===== src/design/sfr_pkg.sv =====
// shared types and constants of the stuffed frame receiver
package sfr_pkg;

  localparam logic [7:0] MARK_BYTE  = 8'hAA;
  localparam logic [7:0] START_BYTE = 8'hCC;
  localparam logic [7:0] END_BYTE   = 8'hEE;

  localparam logic [1:0] REG_SLAVE_ID     = 2'd0;
  localparam logic [1:0] REG_COMMAND_CODE = 2'd1;
  localparam logic [1:0] REG_WAIT_TICKS   = 2'd2;

  localparam logic [15:0] WAIT_TICKS_RESET = 16'd100;

  typedef enum logic [1:0] {
    LV_HUNT,
    LV_HEADER,
    LV_DATA,
    LV_ESCAPE
  } level_t;

  typedef enum logic [2:0] {
    EV_NONE,
    EV_BYTE,
    EV_ACCEPT,
    EV_DROP,
    EV_SHORT,
    EV_OVERFLOW,
    EV_TIMEOUT,
    EV_RESTART
  } event_t;

  typedef enum logic [1:0] {
    BC_MARK,
    BC_START,
    BC_END,
    BC_OTHER
  } byte_class_t;

  typedef struct packed {
    logic        is_tick;
    byte_class_t cls;
    logic [7:0]  data;
  } cmd_t;

  typedef struct packed {
    event_t     ev;
    logic [7:0] data;
    logic [5:0] idx;
    logic [6:0] len;
    logic [7:0] rc;
  } res_t;

endpackage


===== src/design/sfr_front.sv =====
// front end: accepts words, classifies them and queues them for the engine
module sfr_front import sfr_pkg::*; (
  input  logic       clk,
  input  logic       rst,
  input  logic       push,
  output logic       full,
  input  logic       req_type,
  input  logic [7:0] rx_byte,
  output logic       cmd_valid,
  output cmd_t       cmd,
  input  logic       cmd_take
);

  cmd_t       q [2];
  logic       wr_ptr;
  logic       rd_ptr;
  logic [1:0] count;
  logic       put;
  logic       take;
  cmd_t       incoming;

  assign full      = (count == 2'd2);
  assign cmd_valid = (count != 2'd0);
  assign cmd       = q[rd_ptr];
  assign put       = push && !full;
  assign take      = cmd_take && cmd_valid;

  always_comb begin
    incoming.is_tick = req_type;
    incoming.data    = rx_byte;
    case (rx_byte)
      MARK_BYTE:  incoming.cls = BC_MARK;
      START_BYTE: incoming.cls = BC_START;
      END_BYTE:   incoming.cls = BC_END;
      default:    incoming.cls = BC_OTHER;
    endcase
  end

  always_ff @(posedge clk) begin
    if (put) begin
      q[wr_ptr] <= incoming;
    end
  end

  always_ff @(posedge clk) begin
    if (rst) begin
      wr_ptr <= 1'b0;
      rd_ptr <= 1'b0;
      count  <= 2'd0;
    end else begin
      if (put) begin
        wr_ptr <= ~wr_ptr;
      end
      if (take) begin
        rd_ptr <= ~rd_ptr;
      end
      case ({put, take})
        2'b10:   count <= count + 2'd1;
        2'b01:   count <= count - 2'd1;
        default: count <= count;
      endcase
    end
  end

  a_count_bound: assert property (@(posedge clk) disable iff (rst) count != 2'd3)
    else $error("command queue count out of range");
  a_put_grows: assert property (@(posedge clk) disable iff (rst)
    (put && !take) |=> count == $past(count) + 2'd1)
    else $error("command queue did not grow on a lone put");

endmodule


===== src/design/sfr_back.sv =====
// back end: frame state machine, config registers and result queue
module sfr_back import sfr_pkg::*; #(
  parameter int BUFFER_BYTES = 64
) (
  input  logic        clk,
  input  logic        rst,
  input  logic        cfg_we,
  input  logic [1:0]  cfg_index,
  input  logic [15:0] cfg_data,
  input  logic        cmd_valid,
  input  cmd_t        cmd,
  output logic        cmd_take,
  output logic        empty,
  input  logic        pop,
  output res_t        res
);

  localparam int CW = $clog2(BUFFER_BYTES + 1);

  logic [7:0]    slave_id;
  logic [7:0]    command_code;
  logic [15:0]   wait_ticks;

  level_t        level, level_next;
  logic [CW-1:0] byte_count, byte_count_next;
  logic [7:0]    first_byte, first_byte_next;
  logic [7:0]    second_byte, second_byte_next;
  logic [7:0]    third_byte, third_byte_next;
  logic [15:0]   ticks_left, ticks_left_next;
  logic [CW+6:0] cnt_wide;
  res_t          res_next;
  logic          store;
  logic          match;

  res_t          rq [2];
  logic          wr_ptr;
  logic          rd_ptr;
  logic [1:0]    res_count;
  logic          go;
  logic          drain;

  assign drain    = pop && !empty;
  assign empty    = (res_count == 2'd0);
  assign res      = rq[rd_ptr];
  assign go       = cmd_valid && ((res_count != 2'd2) || drain);
  assign cmd_take = go;
  assign cnt_wide = {7'd0, byte_count};
  assign match    = (byte_count >= CW'(2)) && (first_byte == slave_id)
                    && (second_byte == command_code);

  always_comb begin
    level_next       = level;
    byte_count_next  = byte_count;
    first_byte_next  = first_byte;
    second_byte_next = second_byte;
    third_byte_next  = third_byte;
    ticks_left_next  = ticks_left;
    res_next         = '0;
    res_next.ev      = EV_NONE;
    store            = 1'b0;
    if (cmd.is_tick) begin
      if (ticks_left == 16'd0) begin
        level_next      = LV_HUNT;
        byte_count_next = '0;
        ticks_left_next = wait_ticks;
        res_next.ev     = EV_TIMEOUT;
      end else begin
        ticks_left_next = ticks_left - 16'd1;
      end
    end else begin
      ticks_left_next = wait_ticks;
      if (byte_count >= CW'(BUFFER_BYTES)) begin
        level_next      = LV_HUNT;
        byte_count_next = '0;
        res_next.ev     = EV_OVERFLOW;
      end else begin
        case (level)
          LV_HUNT: begin
            if (cmd.cls == BC_MARK) level_next = LV_HEADER;
          end
          LV_HEADER: begin
            if (cmd.cls == BC_START) begin
              level_next      = LV_DATA;
              byte_count_next = '0;
            end else begin
              level_next = LV_HUNT;
            end
          end
          LV_DATA: begin
            if (cmd.cls == BC_MARK) level_next = LV_ESCAPE;
            else store = 1'b1;
          end
          LV_ESCAPE: begin
            case (cmd.cls)
              BC_MARK: begin
                level_next = LV_DATA;
                store      = 1'b1;
              end
              BC_START: begin
                level_next      = LV_DATA;
                byte_count_next = '0;
                res_next.ev     = EV_RESTART;
              end
              BC_END: begin
                level_next   = LV_HUNT;
                res_next.len = cnt_wide[6:0];
                // a dropped frame keeps its count until the next header or a timeout
                if (!match) begin
                  res_next.ev = EV_DROP;
                end else if (byte_count < CW'(5)) begin
                  byte_count_next = '0;
                  res_next.ev     = EV_SHORT;
                end else begin
                  byte_count_next = '0;
                  res_next.ev     = EV_ACCEPT;
                  res_next.rc     = third_byte;
                end
              end
              default: ;  // other byte after escape is ignored
            endcase
          end
          default: level_next = LV_HUNT;
        endcase
        if (store) begin
          if (byte_count == CW'(0)) first_byte_next = cmd.data;
          if (byte_count == CW'(1)) second_byte_next = cmd.data;
          if (byte_count == CW'(2)) third_byte_next = cmd.data;
          byte_count_next = byte_count + CW'(1);
          res_next.ev     = EV_BYTE;
          res_next.data   = cmd.data;
          res_next.idx    = cnt_wide[5:0];
        end
      end
    end
  end

  always_ff @(posedge clk) begin
    if (rst) begin
      level       <= LV_HUNT;
      byte_count  <= '0;
      first_byte  <= 8'd0;
      second_byte <= 8'd0;
      third_byte  <= 8'd0;
      ticks_left  <= WAIT_TICKS_RESET;
    end else if (go) begin
      level       <= level_next;
      byte_count  <= byte_count_next;
      first_byte  <= first_byte_next;
      second_byte <= second_byte_next;
      third_byte  <= third_byte_next;
      ticks_left  <= ticks_left_next;
    end else if (cfg_we && cfg_index == REG_WAIT_TICKS) begin
      ticks_left <= cfg_data;
    end
  end

  always_ff @(posedge clk) begin
    if (rst) begin
      slave_id     <= 8'd0;
      command_code <= 8'd0;
      wait_ticks   <= WAIT_TICKS_RESET;
    end else if (cfg_we) begin
      case (cfg_index)
        REG_SLAVE_ID:     slave_id     <= cfg_data[7:0];
        REG_COMMAND_CODE: command_code <= cfg_data[7:0];
        REG_WAIT_TICKS:   wait_ticks   <= cfg_data;
        default: ;
      endcase
    end
  end

  // result queue, two words deep
  always_ff @(posedge clk) begin
    if (go) begin
      rq[wr_ptr] <= res_next;
    end
  end

  always_ff @(posedge clk) begin
    if (rst) begin
      wr_ptr    <= 1'b0;
      rd_ptr    <= 1'b0;
      res_count <= 2'd0;
    end else begin
      if (go) begin
        wr_ptr <= ~wr_ptr;
      end
      if (drain) begin
        rd_ptr <= ~rd_ptr;
      end
      case ({go, drain})
        2'b10:   res_count <= res_count + 2'd1;
        2'b01:   res_count <= res_count - 2'd1;
        default: res_count <= res_count;
      endcase
    end
  end

  a_count_bound: assert property (@(posedge clk) disable iff (rst)
    byte_count <= CW'(BUFFER_BYTES))
    else $error("byte count beyond buffer size");
  a_res_bound: assert property (@(posedge clk) disable iff (rst) res_count != 2'd3)
    else $error("result queue count out of range");
  a_reload: assert property (@(posedge clk) disable iff (rst)
    (go && !cmd.is_tick) |=> ticks_left == $past(wait_ticks))
    else $error("tick counter not reloaded on a byte");

endmodule


===== src/design/stuffed_frame_receiver_top.sv =====
// a pushed word is held in the command queue, then its result in the result queue
// throughput: one word per cycle while results are popped, set by the
// frame engine and the two-deep command and result queues
// every word gives exactly one result word, event none included
// rst (synchronous) resets both queues, frame state and config registers
module stuffed_frame_receiver_top import sfr_pkg::*; #(
  parameter int BUFFER_BYTES = 64
) (
  input  logic        clk,
  input  logic        rst,
  input  logic        cfg_we,
  input  logic [1:0]  cfg_index,
  input  logic [15:0] cfg_data,
  input  logic        push,
  output logic        full,
  input  logic        req_type,
  input  logic [7:0]  rx_byte,
  output logic        empty,
  input  logic        pop,
  output logic [2:0]  event_res,
  output logic [7:0]  data_byte,
  output logic [5:0]  byte_index,
  output logic [6:0]  frame_length,
  output logic [7:0]  return_code
);

  logic cmd_valid;
  logic cmd_take;
  cmd_t cmd;
  res_t res;

  sfr_front u_front (
    .clk       (clk),
    .rst       (rst),
    .push      (push),
    .full      (full),
    .req_type  (req_type),
    .rx_byte   (rx_byte),
    .cmd_valid (cmd_valid),
    .cmd       (cmd),
    .cmd_take  (cmd_take)
  );

  sfr_back #(
    .BUFFER_BYTES (BUFFER_BYTES)
  ) u_back (
    .clk       (clk),
    .rst       (rst),
    .cfg_we    (cfg_we),
    .cfg_index (cfg_index),
    .cfg_data  (cfg_data),
    .cmd_valid (cmd_valid),
    .cmd       (cmd),
    .cmd_take  (cmd_take),
    .empty     (empty),
    .pop       (pop),
    .res       (res)
  );

  assign event_res    = res.ev;
  assign data_byte    = res.data;
  assign byte_index   = res.idx;
  assign frame_length = res.len;
  assign return_code  = res.rc;

endmodule

===== config.mk =====
export PLATFORM = sky130hd
export DESIGN_NAME = stuffed_frame_receiver_top
export DESIGN_NICKNAME = d
export VERILOG_FILES = /design/src/design/sfr_pkg.sv /design/src/design/sfr_front.sv /design/src/design/sfr_back.sv /design/src/design/stuffed_frame_receiver_top.sv
export SDC_FILE = /design/constraint.sdc
export NUM_CORES = 1
export LEC_CHECK = 0
export ABC_AREA = 1
export BUFFER_PORTS_ARGS = -buffer_cell sky130_fd_sc_hd__buf_2
export CELL_PAD_IN_SITES_DETAIL_PLACEMENT = 1
export CELL_PAD_IN_SITES_GLOBAL_PLACEMENT = 1
export CORE_MARGIN = 3
export CORE_UTILIZATION = 42
export CTS_CLUSTER_DIAMETER = 120
export DETAILED_ROUTE_END_ITERATION = 8
export MAX_ROUTING_LAYER = met4
export PLACE_DENSITY_LB_ADDON = 0.25
export RECOVER_POWER = 25
export SLEW_MARGIN = 5
export SYNTH_ARGS = -nofsm -noshare
export SYNTH_HDL_FRONTEND = slang
export SYNTH_SLANG_ARGS = --single-unit

===== constraint.sdc =====
create_clock -name clk -period 3.2 [get_ports clk]
set_clock_uncertainty 0.05 [all_clocks]
set_input_delay 0.64 -clock clk [delete_from_list [all_inputs] [get_ports clk]]
set_output_delay 0.64 -clock clk [all_outputs]
set_load 0.1 [all_outputs]

==> impl_metrics.py, run 1 <==
metrics = {
    "drt": {
        "antenna_left": 0,
        "routed_via_density": 5.194,
        "drt_iter0_markers": 309,
        "wl_met2_mm": 9.237,
        "top_layer": "met4",
        "wl_met1_mm": 9.486,
        "route.met3.wl_um": 556,
        "drc": 0,
        "wl_per_cell_um": 16.69,
        "drt_wl_total_mm": 19.54,
        "dr.pass1.iters": 4,
        "vias": 6082,
    },
    "grt": {
        "overflow": 0,
        "grt_max_degree": 47,
        "grt_use_total_pct": 20.38,
        "grt_first_pass_wirelength_mm": 31.88,
        "grt_antenna_before_repair": 0,
        "grt_pass1_vias": 6307,
    },
    "yosys": {
        "netlist.area_leader.share_pct": 32.63,
        "synth_cell_type_count": 42,
        "ys_seq_area_share_pct": 55.65,
        "yosys_warnings": 0,
        "syn_inst": 858,
        "ys_ff_latch": 177,
        "synth_top_cell_by_area": "edfxtp_1",
        "synth_area_leaders": "edfxtp_1, dfxtp_1, nand2_1, a21oi_1, nor2_1",
        "avgSynthCellArea_um2": 9.224,
        "synth.cell_area_um2": 7914,
    },
    "placement": {
        "place_congestion": 0.8362,
        "dp_cells": 1139,
        "port_buffers": 65,
        "place_ws_ns": 0.5255,
        "dp_hpwl_mm": 13.75,
    },
    "setup_path": {
        "criticalPathCategory": "register to register",
        "crit_fanout": 14,
        "worst-path-buf-inv": 3,
        "required_ns": 3.44,
        "end_kind": "register",
        "cpPeakStageDelay_ns": 0.33,
        "cp_cell_sequence": "inv_1, or2_2, o21ai_0, ha_1, inv_1, o21ai_4, inv_4, nor2_8, nand2_1, o21ai_0, a21oi_1",
        "crit_slowest_cell": "dfxtp_1",
        "crit_path_start_kind": "register",
        "cpLargestDelayFamily": "compound AO/OA/AOI/OAI gates",
        "arrival_ns": 2.92,
    },
    "clock_tree": {
        "cts_buffers": 17,
        "cts_max_level": 4,
        "clock_path_buffers": 2,
        "cts_tree": "done",
        "path_clk_slew_ns": 0.07,
        "clk_latency_ns": 0.42,
        "cts-root-buf": "clkbuf_16",
        "post-cts-setup-buffers": 0,
        "post_cts_resize_count": 0,
        "holdBufCountCts": 0,
        "cts_sinks": 177,
    },
    "timing": {
        "fin_ws_ns": 0.5263,
        "rsz0062_at_grt": "no",
        "finalHoldViolCount": 0,
        "finalSetupViolations": 0,
        "fin_tns_setup_ns": 0,
        "worstMarginPinSlew_ns": 1.895,
        "min_period_ns": 2.674,
        "slew_headroom_pct": -26.32,
        "max_freq_ghz": 0.3740,
        "min_period_over_period_pct": 83.55,
        "final_max_slew_viol_count": 47,
    },
    "cells_and_area": {
        "final_util_pct": 49.78,
        "final_cells": 1171,
        "final_common_cell": "nand2_1",
        "layout.nets": 972,
        "drive_gt1_share_pct": 17.09,
        "final_cell_mix": "nand2_1, nor2_1, dfxtp_1, edfxtp_1, inv_1",
        "n_fill_cell": 2114,
        "syn_to_final_growth_pct": 14.55,
        "insertedDiodeCount": 0,
    },
    "status": {
        "status": "finished, violations left",
        "violations": "capacitance limit, slew limit",
    },
    "floorplan": {
        "start_util_pct": 43.46,
        "core_area_um2": 18210,
        "die_w_um": 143.3,
        "io_pins": 66,
        "die_h_um": 143.3,
        "num_rows": 49,
        "die_area_um2": 20520,
    },
    "min_path": {
        "hp-class": "input pin to register",
    },
    "power": {
        "peakVddDrop_uv": 576.0,
        "p_leak_nw": 3.477,
        "power_density_nw_per_um2": 1026,
    },
    "flow_run": {
        "cap_violations": 1,
    },
}
==> synth_stat cells <==
master and count:
nand2_1 150, nor2_1 99, dfxtp_1 91, edfxtp_1 86
inv_1 84, a21oi_1 75, o21ai_0 60, nand3_1 39
mux2_2 32, clkbuf_1 16, o211ai_1 16, nor3_1 15
ha_1 11, or2_2 11, xnor2_1 8, xor2_1 8
buf_2 7, a211oi_1 6, inv_2 4, nand4_1 4
buf_1 3, nand2_2 3, nand2_4 3, nand3b_1 3
nor4_1 3, a211oi_2 2, inv_4 2, nor2_2 2
nor2_4 2, buf_6 1, clkinv_1 1, conb_1 1
nand3_2 1, nor2_8 1, nor3_2 1, nor3_4 1
o211a_1 1, o21ai_1 1, o21ai_2 1, o21ai_4 1
o21bai_1 1, o22ai_1 1
==> final cells by class <==
cell class                 instances  area [um^2]  share of cell area, %
tap                              229        286.5                  3.161
timing repair buffer              78        397.9                  4.389
sequential                       177         4404                  48.59
inverter                          91        346.6                  3.823
clock buffer                      21        450.4                  4.969
multi-input combinational        564         3049                  33.64
clock inverter                    11        130.1                  1.435
==> final timing paths <==
check                                     from                                 end  slack, ns  depth (start not counted)
min                                   req_type          u_front.q[0][10]$_DFFE_PP_       0.39                          1
min reg2reg  u_back.third_byte[1]$_SDFFE_PP0P_   u_back.third_byte[1]$_SDFFE_PP0P_       0.41                          2
max reg2reg                           register  u_back.second_byte[3]$_SDFFE_PP0P_       0.53                         11
max                                   register  u_back.second_byte[3]$_SDFFE_PP0P_       0.53                         11
==> metal layers <==
metal | GRT usage [%] | vias up
met2 | 33.26 | 87
met1 | 26.33 | 2955
li1 | - | 3019
met5 | - | -
met4 | 5.946 | 0
met3 | 3.349 | 21
==> report_power, final <==
part | switching (mW) | total [mW] | internal (mW)
Clock | 0.873 | 2.05 | 1.18
Sequential | 0.244 | 3.18 | 2.94
Combinational | 3.21 | 4.06 | 0.859
Total | 4.32 | 9.30 | 4.98
==> state kept, by name (all words and copies together), names as in the netlist, 8 cells and up, named ones only <==
signal	count
u_back.rq	64
u_front.q	22
u_back.ticks_left	16
u_back.wait_ticks	16
u_back.command_code	8
u_back.first_byte	8
u_back.second_byte	8
u_back.slave_id	8
u_back.third_byte	8
==> stage by stage <==
| step | total power, mW | hold WS (ns) | instance area (um^2) |
|---|---|---|---|
| detailed placement | 7.316 | 0.3983 | 8514 |
| CTS | 9.395 | 0.3479 | 9095 |
| floorplan | 6.483 | 0.3765 | 7918 |
| global route | 9.811 | 0.3875 | 9065 |
| global placement | 7.233 | 0.3859 | 8514 |
| finish | 9.297 | 0.3853 | 9065 |
==> cells by family after synthesis <==
kind of cell             after synthesis  synth area share, %
AO/OA/AOI/OAI                        165                11.62
other                                  1              0.04739
adder cells (fa/ha/maj)               11                1.739
flip-flops                           177                55.65
XOR/XNOR                              16                1.771
AND/OR/NAND/NOR                      338                18.75
buffers and inverters                118                5.865
multiplexers                          32                4.553
==> worst reg2reg max path: cells and delay by family (launching register included) <==
| family | cells | cell delay (ns) |
|---|---|---|
| AOI/OAI and AO/OA | 4 | 0.85 |
| DFF | 1 | 0.33 |
| adders and majority gates | 1 | 0.29 |
| and+or+nand+nor | 3 | 0.73 |
| buffers and inverters | 3 | 0.31 |
Power figures use the tool's default switching activity.
==> run 2: changes to the inputs <==
- CORE_UTILIZATION: 42 -> 46
- clock period: 3.2 -> 2.7 ns (I/O delays scaled with it)
==> run 2 against run 1 <==
Net effect:
- sequential power up 19%
- critical path type unchanged
- sequential cell count stayed put
- the flow now finishes without violations
- total power grew 31%
==> impl_metrics.py, run 2 (same netlist as run 1, synthesis figures left out) <==
metrics = {
    "drt": {
        "antenna_left": 0,
        "route.met3.wl_um": 737,
        "routed_via_density": 5.258,
        "dr.pass1.iters": 5,
        "wl_per_cell_um": 17.49,
        "drc": 0,
        "drt_iter0_markers": 371,
        "drt_wl_total_mm": 20.46,
        "wl_met1_mm": 9.450,
        "top_layer": "met4",
        "wl_met2_mm": 10.03,
        "vias": 6152,
    },
    "cells_and_area": {
        "layout.nets": 980,
        "drive_gt1_share_pct": 18.74,
        "insertedDiodeCount": 0,
        "finalInstanceArea_um2": 9618,
        "top_register": "u_back.rq",
        "final_cell_mix": "nand2_1, nor2_1, dfxtp_1, edfxtp_1, inv_1",
        "final_common_cell": "nand2_1",
        "reg_top3": "u_back.rq: 64 flops, u_front.q: 22 flops",
        "final_cells": 1170,
        "largest_register_ffs": 64,
        "final_util_pct": 57.59,
        "n_fill_cell": 1909,
        "syn_to_final_growth_pct": 21.53,
    },
    "power": {
        "total_power_mw": 12.16,
        "peakVddDrop_uv": 1085,
        "p_leak_nw": 3.703,
        "power_density_nw_per_um2": 1264,
    },
    "timing": {
        "finalHoldViolCount": 0,
        "slew_headroom_pct": 39.80,
        "final_max_slew_viol_count": 0,
        "worstMarginPinSlew_ns": 0.8975,
        "hold_slack_ns": 0.2400,
        "fin_ws_ns": 0.08917,
        "fin_tns_setup_ns": 0,
        "rsz0062_at_grt": "yes",
        "finalSetupViolations": 0,
        "max_freq_ghz": 0.3830,
        "min_period_over_period_pct": 96.70,
        "min_period_ns": 2.611,
    },
    "floorplan": {
        "core_area_um2": 16700,
        "die_h_um": 137.2,
        "num_rows": 47,
        "start_util_pct": 47.39,
        "die_area_um2": 18810,
        "io_pins": 66,
        "die_w_um": 137.2,
    },
    "grt": {
        "grt_use_total_pct": 23.33,
        "grt_pass1_vias": 6315,
        "grt_max_degree": 44,
        "grt_first_pass_wirelength_mm": 33.18,
        "overflow": 0,
        "grt_antenna_before_repair": 0,
    },
    "clock_tree": {
        "holdBufCountCts": 0,
        "clock_path_buffers": 2,
        "cts_sinks": 177,
        "clk_latency_ns": 0.44,
        "cts-root-buf": "clkbuf_16",
        "cts_buffers": 17,
        "cts_tree": "done",
        "path_clk_slew_ns": 0.07,
        "cts_max_level": 4,
    },
    "flow_run": {
        "cap_violations": 0,
    },
    "placement": {
        "place_congestion": 0.8586,
        "placed_area_um2": 9016,
        "dp_hpwl_mm": 14.22,
        "dp_cells": 1134,
        "port_buffers": 65,
        "place_ws_ns": 0.05918,
    },
    "status": {
        "status": "completed",
    },
    "setup_path": {
        "crit_fanout": 8,
        "crit_path_start_kind": "register",
        "arrival_ns": 2.86,
        "end_kind": "register",
        "required_ns": 2.95,
        "criticalPathCategory": "register to register",
    },
    "min_path": {
        "min_from": "req_type",
        "hp-class": "input pin to register",
    },
}
run 2: cell count changes in the layout (fill, tap and decap cells not counted), sizes merged:
cell | previous run | this run
clkinvlp | 4 | 1
buf | 64 | 75
inv | 93 | 95
clkinv | 3 | 8
clkbuf | 35 | 28
run 2: final cells by class:
class / count / area (um^2) / area share, %
Inverter: 91 / 346.6 / 3.603
Sequential cell: 177 / 4404 / 45.79
Multi-Input combinational cell: 564 / 3065 / 31.87
Clock buffer: 17 / 425.4 / 4.423
Clock inverter: 15 / 155.1 / 1.613
Tap cell: 220 / 275.3 / 2.862
Timing Repair Buffer: 86 / 945.9 / 9.835
run 2: power by group:
part / total, mW / switching, mW / leakage, nW / internal (mW)
Combinational: 5.94 / 4.03 / 1.87 / 1.91
Clock: 2.45 / 1.08 / 0.285 / 1.37
Sequential: 3.77 / 0.289 / 1.55 / 3.48
Total: 12.2 / 5.40 / 3.70 / 6.76
run 2: final timing paths:
check                                                    endpoint  slack [ns]  cells after the start
worst max-delay path            u_back.byte_count[1]$_SDFFE_PP0P_        0.09                     16
worst min-delay path                   u_front.q[0][10]$_DFFE_PP_        0.24                      1
worst max register to register  u_back.byte_count[1]$_SDFFE_PP0P_        0.09                     16
worst min register to register         u_back.rd_ptr$_SDFFE_PP0P_        0.41                      1
run 2: timing repair:
item	CTS	global route
gates resized for setup	1	5
setup endpoints to repair	6	26
buffers inserted	2	2
pin swaps	0	0
run 2: layer usage:
metal / vias to the layer above / track usage [%]
li1: 3049 / -
met1: 3000 / 30.90
met2: 86 / 37.57
met3: 17 / 3.529
met4: 0 / 6.486
met5: - / -
run 2: worst max-delay path, cell delays in order, from the launching register on:
cell      delay, ns
dfxtp_1        0.36
inv_1          0.08
or2_2          0.27
o21ai_0        0.12
buf_4          0.18
ha_1           0.18
inv_1          0.09
nand3b_1       0.13
o21ai_4        0.09
inv_4          0.10
nand2_1        0.10
nor3_1         0.30
nor2_4         0.12
nand2_4        0.13
nand2_1        0.06
nand2_1        0.07
nor2_1         0.04
==> run 3: changes to the inputs <==
--- a/config.mk
+++ b/config.mk
@@ -9,6 +9,6 @@
 export BUFFER_PORTS_ARGS = -buffer_cell sky130_fd_sc_hd__buf_2
-export CELL_PAD_IN_SITES_DETAIL_PLACEMENT = 1
-export CELL_PAD_IN_SITES_GLOBAL_PLACEMENT = 1
+export CELL_PAD_IN_SITES_DETAIL_PLACEMENT = 0
+export CELL_PAD_IN_SITES_GLOBAL_PLACEMENT = 2
 export CORE_MARGIN = 3
-export CORE_UTILIZATION = 46
+export CORE_UTILIZATION = 37
 export CTS_CLUSTER_DIAMETER = 120
--- a/constraint.sdc
+++ b/constraint.sdc
@@ -4,2 +4,2 @@
 set_output_delay 0.54 -clock clk [all_outputs]
-set_load 0.1 [all_outputs]
+set_load 0.01 [all_outputs]
==> run 3 against run 2 <==
Net effect:
- critical endpoint unchanged
- utilization fell by 13 points
- critical path depth did not move
- die area rose by 23%
- non-clock buffer count fell by 2
- global-route usage fell by 6.9 points
- sequential power fell by 1%
- sequential cell count did not move
- cell area fell by 4.0%
==> impl_metrics.py, run 3 (same netlist as run 1, synthesis figures left out) <==
metrics = {
    "timing": {
        "min_period_ns": 2.489,
        "fin_ws_ns": 0.2106,
        "fin_tns_setup_ns": 0,
        "rsz0062_at_grt": "yes",
        "finalHoldViolCount": 0,
        "final_max_slew_viol_count": 0,
        "slew_headroom_pct": 32.15,
        "finalSetupViolations": 0,
        "worstMarginPinSlew_ns": 1.014,
        "min_period_over_period_pct": 92.20,
        "max_freq_ghz": 0.4017,
    },
    "drt": {
        "routed_via_density": 4.780,
        "wl_per_cell_um": 14.94,
        "antenna_left": 0,
        "vias": 5822,
        "drt_iter0_markers": 283,
        "drc": 0,
        "dr.pass1.iters": 5,
        "drt_wl_total_mm": 18.20,
    },
    "setup_path": {
        "crit_path_start_kind": "register",
        "cp_cell_sequence": "inv_1, or2_2, o21ai_0, buf_4, ha_2, inv_1, nand3b_1, o21ai_4, inv_4, nand2_1, nor3_1, nor2_4, nand2_4, nand2_1, nand2_1, nor2_1",
        "required_ns": 2.94,
        "crit_path_frequent_cell": "nand2_1",
        "cpPeakStageDelay_ns": 0.37,
        "criticalPathCategory": "register to register",
        "end_kind": "register",
        "crit_fanout": 8,
        "crit_slowest_cell": "dfxtp_1",
        "arrival_ns": 2.73,
    },
    "cells_and_area": {
        "drive_gt1_share_pct": 18.25,
        "top_register": "u_back.rq",
        "largest_register_ffs": 64,
        "final_cell_mix": "nand2_1, nor2_1, dfxtp_1, edfxtp_1, inv_1",
        "final_cells": 1218,
        "reg_top3": "u_back.rq: 64 flops, u_front.q: 22 flops",
        "syn_to_final_growth_pct": 16.70,
        "final_common_cell": "nand2_1",
        "layout.nets": 978,
        "insertedDiodeCount": 0,
    },
    "clock_tree": {
        "cts_tree": "done",
        "cts_max_level": 4,
        "path_clk_slew_ns": 0.07,
        "clk_latency_ns": 0.42,
        "cts-root-buf": "clkbuf_16",
        "cts_sinks": 177,
        "cts_buffers": 17,
        "holdBufCountCts": 0,
        "clock_path_buffers": 2,
    },
    "floorplan": {
        "core_area_um2": 20620,
        "die_h_um": 152.3,
        "io_pins": 66,
        "die_w_um": 152.3,
        "start_util_pct": 38.37,
        "die_area_um2": 23180,
        "num_rows": 52,
    },
    "grt": {
        "grt_busiest_layer": "met2",
        "grt_antenna_before_repair": 0,
        "grt_first_pass_wirelength_mm": 29.84,
        "grtUsageMet3_pct": 3.266,
        "gr-usage-met2_pct": 24.01,
        "grt_max_degree": 47,
        "grt_use_total_pct": 16.42,
        "overflow": 0,
        "grt_use_met1_pct": 23.89,
        "grt_pass1_vias": 5545,
    },
    "power": {
        "p_leak_nw": 3.537,
        "power_density_nw_per_um2": 1000,
        "total_power_mw": 9.237,
        "peakVddDrop_uv": 456.6,
    },
    "placement": {
        "port_buffers": 65,
        "dp_cells": 1185,
        "place_ws_ns": 0.1099,
        "dp_hpwl_mm": 12.82,
        "place_congestion": 0.7940,
    },
    "min_path": {
        "min_from": "req_type",
        "hp-class": "input pin to register",
    },
    "status": {
        "status": "completed",
    },
    "flow_run": {
        "cap_violations": 0,
    },
}
-- run 3: cell type report --
class                           instances  area (um^2)
Timing Repair Buffer                   84        460.4
Sequential cell                       177         4404
Inverter                               91        346.6
Multi-Input combinational cell        564         3060
Clock inverter                         14        196.4
Tap cell                              270        337.8
Fill cell                            2001        11390
Clock buffer                           18        429.2
-- run 3: report_power, final --
part	internal (mW)	switching, mW	total [mW]
Sequential	3.47	0.258	3.73
Clock	1.50	1.13	2.62
Combinational	1.08	1.81	2.88
-- run 3: worst paths after layout --
check / endpoint / slack (ns) / cells after the start
min reg2reg: u_front.rd_ptr$_SDFFE_PP0P_ / 0.41 / 1
max: u_back.byte_count[1]$_SDFFE_PP0P_ / 0.21 / 16
max reg2reg: u_back.byte_count[1]$_SDFFE_PP0P_ / 0.21 / 16
min: u_front.q[0][10]$_DFFE_PP_ / 0.26 / 1
-- run 3: per-stage QoR --
stage | cell area [um^2] | util (%) | hold WS, ns
after floorplan | 7923 | - | 0.3765
final | 9235 | 44.78 | 0.2556
after global placement | 8616 | 41.77 | 0.3843
after detailed placement | 8616 | 41.77 | 0.3969
after CTS | 9241 | 44.81 | 0.2322
after global routing | 9235 | 44.78 | 0.2314
-- run 3: worst max-delay path: cells and delay by family (launching register included) --
family | cells | cell delay [ns]
compound gates | 2 | 0.19
flops | 1 | 0.37
simple gates | 9 | 1.15
fa+ha+maj | 1 | 0.18
buf+inv | 4 | 0.41
-- run 3: metal layers --
metal	wire length (um)	up-vias
met5	0	-
met4	97	0
met3	563	7
met2	7897	95
met1	9643	2687
li1	-	3033
-- run 3: repair_timing --
action,CTS,global route
buffers inserted,0,1
gates resized for setup,0,7
setup endpoints to repair,0,29
